--- src/design/shuffled_pair_tournament_select_core_assert.svh ---
// Assertion helpers for the tournament select core.
`ifndef SHUFFLED_PAIR_TOURNAMENT_SELECT_CORE_ASSERT_SVH
`define SHUFFLED_PAIR_TOURNAMENT_SELECT_CORE_ASSERT_SVH

// Clocked check on clk_i, off while rst_ni is low.
`define SPTS_ASSERT(lbl, prop) \
  lbl: assert property (@(posedge clk_i) disable iff (!rst_ni) prop) \
    else $error("spts check failed");

// Same, with a caller message.
`define SPTS_ASSERT_MSG(lbl, prop, msg) \
  lbl: assert property (@(posedge clk_i) disable iff (!rst_ni) prop) \
    else $error(msg);

`endif

--- src/design/spts_pkg.sv ---
package spts_pkg;

  localparam logic [1:0] ACT_WR_FIT  = 2'd0;
  localparam logic [1:0] ACT_WR_KEY  = 2'd1;
  localparam logic [1:0] ACT_SHUFFLE = 2'd2;
  localparam logic [1:0] ACT_SELECT  = 2'd3;

  localparam logic [1:0] ST_OK       = 2'd0;
  localparam logic [1:0] ST_RESHUF   = 2'd1;
  localparam logic [1:0] ST_BAD_IDX  = 2'd2;

  localparam int unsigned POP_CNT_W  = 9;

  typedef struct packed {
    logic lt;
    logic eq;
  } cmp_res_t;

endpackage

--- src/design/spts_cmp.sv ---
module spts_cmp #(
  parameter int unsigned W = 32
) (
  input  logic [W-1:0]       a_i,
  input  logic [W-1:0]       b_i,
  output spts_pkg::cmp_res_t res_o
);
  import spts_pkg::*;

  assign res_o.lt = (a_i < b_i);
  assign res_o.eq = (a_i == b_i);

endmodule

--- config.mk ---
export PLATFORM = sky130hd
export DESIGN_NAME = spts_cmp
export DESIGN_NICKNAME = d
export VERILOG_FILES = /design/src/design/shuffled_pair_tournament_select_core_assert.svh /design/src/design/spts_pkg.sv /design/src/design/spts_cmp.sv
export SDC_FILE = /design/constraint.sdc
export NUM_CORES = 1
export LEC_CHECK = 0
export ABC_CLOCK_PERIOD_IN_PS = 4000
export BUFFER_PORTS_ARGS = -buffer_cell sky130_fd_sc_hd__buf_2
export CAP_MARGIN = 20
export CELL_PAD_IN_SITES_DETAIL_PLACEMENT = 0
export CELL_PAD_IN_SITES_GLOBAL_PLACEMENT = 1
export CORE_MARGIN = 2
export CORE_UTILIZATION = 26
export DETAILED_ROUTE_END_ITERATION = 16
export PLACE_DENSITY_LB_ADDON = 0.1
export SLEW_MARGIN = 25
export SYNTH_ARGS = -nofsm -noshare
export SYNTH_HDL_FRONTEND = slang
export SYNTH_SLANG_ARGS = --single-unit
--- constraint.sdc ---
create_clock -name vclk -period 4
set_input_delay 1 -clock vclk [all_inputs]
set_output_delay 1 -clock vclk [all_outputs]
set_load 0.1 [all_outputs]
==> results of run 1 <==
## routing by layer
layer	track usage, %	share of wire, %
met1	11.8	42
met2	20.7	49
met3	0.433	8.5
met4	0	0
met5	0	0
## layout make-up
| type | instances | area (um2) |
|---|---|---|
| Fill cell | 323 | 1760 |
| Inverter | 32 | 120 |
| Tap cell | 33 | 41.3 |
| Multi-Input combinational cell | 83 | 719 |
| Timing Repair Buffer | 66 | 360 |
## power by group through the flow
stage	sequential, W	clock, W	combinational, W
finish	0	0	0.000116
global route	0	0	0.000135
CTS	0	0	0.000118
detailed placement	0	0	0.000117
global placement	0	0	0.000115
floorplan	0	0	0.0000679
## synth_stat cells, drive strengths merged
cell     count  share of area (%)
a2111oi      1                1.9
a211o        1                1.1
a211oi       1               0.93
a21boi       1               0.93
a21o         1               0.93
a21oi       11                6.8
a221oi       1                1.1
and4         2                2.2
ha          32                 50
inv         32                 15
nand2       10                5.0
nand3        2                1.2
nand4        4                3.1
nor2         6                2.8
nor2b        2                1.5
nor4         1               0.77
o211ai       1               0.93
o21ai        4                2.5
or3          1               0.77
or4b         1                1.2
## per-stage QoR
| stage | setup WS (ps) | hold WS [ps] | utilization, % | TNS (ps) |
|---|---|---|---|---|
| floorplan | -329 | 2300 | - | -329 |
| global placement | 121 | 2490 | 41.3 | 0 |
| detailed placement | 111 | 2490 | 41.3 | 0 |
| CTS | 97.6 | 2490 | 41.3 | 0 |
| global route | 4.32 | 2510 | 41.3 | 0 |
| finish | 122 | 2480 | 41.3 | 0 |
## worst paths after layout
check	slack (ps)	cells after the start	start	end
setup / recovery	120	8	a_i[15]	res_o[1]
hold / removal	2480	4	a_i[31]	res_o[1]
## worst max-delay path: cells and delay by family
family	cells	cell delay, ps
AOI/OAI and AO/OA	2	490
adders and majority gates	1	310
and+or+nand+nor	3	750
buffers and inverters	2	320
## logic make-up (layout without fill, tap and decap cells)
kind of cell             count (synthesis)  count (layout)  share of synthesized area (%)
adder cells (fa/ha/maj)                 32              32                           49.5
buffers and inverters                   32              98                           14.9
AND/OR/NAND/NOR                         29              29                           18.6
AO/OA/AOI/OAI                           22              22                           17.0
==> results.cfg, run 1 <==
[die]
pin_count = 66
dieWidth_um = 59.8
row_count = 20
die_y_um = 59.8
dieArea_mm2 = 0.00357
start_util_pct = 26.9
coreArea_mm2 = 0.00300

[placed_design]
hpwl_mm = 1.80
port_buffers = 66
place_inst = 214
gp_congestion = 0.606
dpl_cell_area_mm2 = 0.00124

[synth]
syn-num-nets = 211
ys_seq_area_share_pct = 0
syn_avg_cell_area_um2 = 7.03
netlist_instances = 115
ys_warn_count = 0
synth_area_um2 = 808
synth_cell_types = 22

[timing]
finalMaxSlewViolations = 0
tightest_slew_ps = 347
max_slew_margin_pct = 76.6
setup_viol = 0
rsz0062_at_grt = false
layout_min_cycle_time_ps = 3880
max_freq_ghz = 0.258
finalCritPeriodShare_pct = 97.0
finalHoldViolCount = 0

[global_route]
grt_pass1_wl_mm = 3.01
antenna_found_initial = 0
track_usage_pct = 10.0
overflow = 0
grt_pass1_vias = 846
grt_max_degree = 4

[routing]
route.detailed.wl_per_inst_um = 8.61
vias = 951
firstDrtPassIters = 3
drc_errors = 0
avgViaCountPerCell = 4.44
routed_wl_mm = 1.84
drt_iter0_markers = 3
antenna_left = 0

[critical_path]
crit_chain = buf_2 -> ha_1 -> nand4_1 -> nor4_1 -> a21boi_1 -> or4b_4 -> a2111oi_4 -> buf_12
cp-end-kind = output port
cp_max_fo = 3
slowest_delay_ps = 530
startpoint_type = primary input
critPathKind = primary input to output port
critPathRequiredTime_ps = 3000
crit_slowest_cell = or4b_4
arrival_ps = 2880

[run_status]
status = completed

[flow_run]
max_cap_viol_count = 0

[power]
p_leak_nw = 0.781
clkPwrFrac_pct = 0
p_comb_share_pct = 100.0
p_seq_share_pct = 0
p_per_area_mw_per_mm2 = 93.2
switchingPower_w = 0.0000553
power_w = 0.000116
switching_share_pct = 47.8
ir_drop_mv = 0.0753
p_int_w = 0.0000604

[final_layout]
design.seq.count = 0
stdcell_area_mm2 = 0.00124
layout_common_cells = buf_2, inv_1, ha_1
nClkBuffers = 0
drive_gt1_share_pct = 39.8
final_common_cell = buf_2
antenna_cells = 0
final_cells = 214
synthToLayoutAreaGrowth_pct = 53.6
regArea_um2 = 0
fin_nets = 279

[clock_tree]
cts_setup_buffers = 0
postCtsHoldBufs = 0
cts_resized = 0

[worst_hold_path]
min_path_type = primary input to output port
No activity file was read; power rests on OpenSTA's default activity.
==> run 2, diff against run 1 <==
ABC_AREA = 1   (was unset)
CORE_UTILIZATION = 27   (was 26)
==> run 2 against run 1 <==
Against the previous run:
- worst setup slack gained 440 ps
- utilization shrank 0.27 points
- synthesized area grew 7.0%
- synthesized cell count grew 22%
- global-route usage grew 0.11 points
- power shrank 1.6%
- non-clock buffer count is the same
- sequential share of layout area is the same
==> results.cfg, run 2 <==
[run_status]
status = completed

[worst_hold_path]
min_path_type = primary input to output port
hp-start = a_i[31]

[power]
power_w = 0.000114
p_per_area_mw_per_mm2 = 90.8
p_leak_nw = 0.860
ir_drop_mv = 0.0361

[critical_path]
critPathKind = primary input to output port
cp_max_fo = 3
arrival_ps = 2440
critPathRequiredTime_ps = 3000
crit_start = b_i[11]
cp-end-kind = output port
startpoint_type = primary input

[routing]
routed_wl_mm = 1.83
drt_iter0_markers = 5
drc_errors = 0
route.detailed.wl_per_inst_um = 7.33
firstDrtPassIters = 4
avgViaCountPerCell = 4.07
vias = 1018
antenna_left = 0

[global_route]
track_usage_pct = 10.1
antenna_found_initial = 0
grt_pass1_wl_mm = 3.13
grt_max_degree = 4
overflow = 0
grt_pass1_vias = 897

[die]
dieArea_mm2 = 0.00367
die_y_um = 60.6
row_count = 20
start_util_pct = 28.3
dieWidth_um = 60.6
coreArea_mm2 = 0.00305
pin_count = 66

[synth]
syn_avg_cell_area_um2 = 6.18
synth_commonest_cells = inv_1, ha_1, nand2_1
synth_top_area_share_pct = 46.3
yosys-top-cells-area = ha_1, inv_1, nand2_1, a21oi_1, nor2_1
synth_cell_types = 15
yosysMostFrequentCell = inv_1
netlist_instances = 140
syn-num-nets = 236
ys_seq_area_share_pct = 0
ys_warn_count = 0
synth_area_um2 = 865
synth_top_cell_by_area = ha_1

[final_layout]
design.seq.count = 0
drive_gt1_share_pct = 34.5
synthToLayoutAreaGrowth_pct = 45.0
final_cells = 250
nClkBuffers = 0
regArea_um2 = 0
final_common_cell = buf_2
fin_util_pct = 41.1
layout_common_cells = buf_2, inv_1, nand2_1, ha_1, a21oi_1
fill_cells = 342
antenna_cells = 0
fin_nets = 304

[timing]
rsz0062_at_grt = false
max_slew_margin_pct = 67.2
finalMaxSlewViolations = 0
tightest_slew_ps = 495
finalHoldViolCount = 0
max_freq_ghz = 0.291
finalCritPeriodShare_pct = 85.9
setup_viol = 0
holdWs_ps = 2740
fin_setup_tns_ps = 0
layout_min_cycle_time_ps = 3440

[placed_design]
place_inst = 250
hpwl_mm = 1.82
gp_congestion = 0.607
port_buffers = 66

[flow_run]
max_cap_viol_count = 0

[clock_tree]
cts_setup_buffers = 0
cts_resized = 0
postCtsHoldBufs = 0
run 2: kinds of logic after synthesis:
kind of cell,after synthesis,share of synthesized area [%]
buffers and inverters,41,17.8
AOI/OAI and AO/OA,19,11.9
adders and majority gates,32,46.3
and+or+nand+nor,48,24.0
run 2: cell type report:
type / count / area, um2 / share of cell area, %
well taps: 44 / 55.1 / 4.39
multi-input cells: 99 / 714 / 57.0
repair buffers: 66 / 330 / 26.3
inverters: 41 / 154 / 12.3
run 2: final timing paths:
check,end,slack [ps],depth (start not counted)
max,res_o[0],560,8
min,res_o[1],2740,8
run 2: per-layer routing:
metal / wire length [um] / global-route usage [%] / vias to the layer above
li1: - / - / 574
met1: 833 / 13.4 / 411
met2: 878 / 19.7 / 33
met3: 121 / 0 / 0
met4: 0 / 0 / 0
met5: 0 / 0 / -
run 2: stage by stage:
stage          instance area, um2  setup WS (ps)
3_5_place_dp                 1250            533
6_report                     1250            564
2_1_floorplan                 868            103
5_1_grt                      1250            413
3_3_place_gp                 1250            551
4_1_cts                      1250            525
run 2: critical path, cell delays in order:
cell and delay [ps]:
buf_2 80, inv_1 30, ha_1 300, nand4_1 100
nor3_1 230, nand3_1 130, nor3_2 110, buf_2 450
run 2: power by group:
group / switching [W] / internal [W]
clock network: 0 / 0
registers: 0 / 0
logic: 0.0000590 / 0.0000549
==> run 3, diff against run 2 <==
BUFFER_PORTS_ARGS = unset   (was -buffer_cell sky130_fd_sc_hd__buf_2)
CORE_UTILIZATION = 43   (was 27)
DONT_BUFFER_PORTS = 1   (was unset)
==> run 3 against run 2 <==
Against the previous run:
- count of clock-buffer cells in the layout unchanged
- hold slack lost 150 ps
- worst setup slack better by 170 ps
- utilization increased by 7.0 points
- critical path depth is 1 lower
- maximum frequency increased by 5.3%
- non-clock buffer count fell by 64
- combinational power is 27% lower
- critical endpoint unchanged
- largest power group unchanged
==> results.cfg, run 3 (same netlist as run 2, synthesis figures left out) <==
[worst_hold_path]
hold_depth = 7
min_path_type = primary input to output port

[final_layout]
drive_gt1_share_pct = 4.93
final_cells = 169
fin_nets = 240
nClkBuffers = 0
final_common_cell = inv_1
design.seq.count = 0
synthToLayoutAreaGrowth_pct = 6.80
antenna_cells = 0
regArea_um2 = 0
layout_common_cells = inv_1, nand2_1, ha_1

[run_status]
status = completed

[critical_path]
cp_max_fo = 3
cp.buffers_inverters = 2
arrival_ps = 2260
path_depth = 7
crit_slowest_cell = buf_4
critPathRequiredTime_ps = 3000
startpoint_type = primary input
cp_top_family = simple AND/OR/NAND/NOR gates
critPathKind = primary input to output port
crit_chain = inv_1 -> ha_1 -> nand2_1 -> nor3_1 -> nand3_1 -> nor3_4 -> buf_4
cp-end-kind = output port
slowest_delay_ps = 310

[global_route]
grt_pass1_wl_mm = 2.33
track_usage_pct = 11.1
antenna_found_initial = 0
overflow = 0
grt_max_degree = 4
grt_pass1_vias = 667

[clock_tree]
cts_setup_buffers = 0
cts_resized = 0
postCtsHoldBufs = 0

[timing]
fin_setup_tns_ps = 0
setup_viol = 0
finalHoldViolCount = 0
tightest_slew_ps = 265
finalCritPeriodShare_pct = 81.6
fin_ws_ps = 738
max_slew_margin_pct = 82.2
layout_min_cycle_time_ps = 3260
finalMaxSlewViolations = 0
max_freq_ghz = 0.307
rsz0062_at_grt = false

[power]
p_per_area_mw_per_mm2 = 90.6
p_int_w = 0.0000342
ir_drop_mv = 0.0661
p_comb_share_pct = 100.0
switchingPower_w = 0.0000495
clkPwrFrac_pct = 0
p_leak_nw = 0.626
p_seq_share_pct = 0
switching_share_pct = 59.2

[routing]
route.detailed.wl_per_inst_um = 8.06
drt_iter0_markers = 4
drc_errors = 0
avgViaCountPerCell = 4.79
firstDrtPassIters = 4
routed_wl_mm = 1.36
vias = 809
antenna_left = 0

[die]
row_count = 16
start_util_pct = 45.0
coreArea_mm2 = 0.00192
pin_count = 66
dieWidth_um = 48.8
die_y_um = 48.8
dieArea_mm2 = 0.00239

[placed_design]
port_buffers = 0
place_inst = 169
dp_slack_ps = 737
hpwl_mm = 1.39
gp_congestion = 0.603

[flow_run]
max_cap_viol_count = 0
[run 3: changes by cell type in the layout (fill, tap and decap cells not counted), sizes merged]
cell | before | now
buf | 66 | 2
[run 3: final cells by class]
| class | count | area, um2 |
|---|---|---|
| Multi-Input combinational cell | 99 | 721 |
| Fill cell | 222 | 998 |
| Inverter | 41 | 154 |
| Tap cell | 27 | 33.8 |
| Timing Repair Buffer | 2 | 15.0 |
[run 3: worst min-delay path, delay by kind of cell]
| family | cells | cell delay, ps |
|---|---|---|
| buf+inv | 1 | 220 |
| compound gates | 3 | 130 |
| simple gates | 2 | 120 |
| fa+ha+maj | 1 | 120 |
[run 3: final timing paths]
path                start  endpoint  slack [ps]
hold / removal    a_i[31]  res_o[1]        2580
setup / recovery  b_i[15]  res_o[0]         740
[run 3: power by group through the flow]
stage	sequential, W	combinational (W)	clock (W)
floorplan	0	0.0000710	0
global placement	0	0.0000826	0
detailed placement	0	0.0000853	0
CTS	0	0.0000859	0
global route	0	0.0000994	0
finish	0	0.0000836	0
[run 3: per-stage QoR]
stage | total power [W] | hold slack (ps) | area, um2 | util, %
global placement | 0.0000826 | 2590 | 923 | 48.0
finish | 0.0000836 | 2580 | 923 | 48.0
CTS | 0.0000859 | 2600 | 923 | 48.0
floorplan | 0.0000710 | 2490 | 868 | -
global route | 0.0000994 | 2640 | 923 | 48.0
detailed placement | 0.0000853 | 2590 | 923 | 48.0
[run 3: routing by layer]
layer  vias up  track usage, %  wire, um  share of wire [%]
met2        34            20.1       640                 47
met1       329            15.8       640                 47
li1        446               -         -                  -
met3         0               0        81                5.9
met4         0               0         0                  0
met5         -               0         0                  0
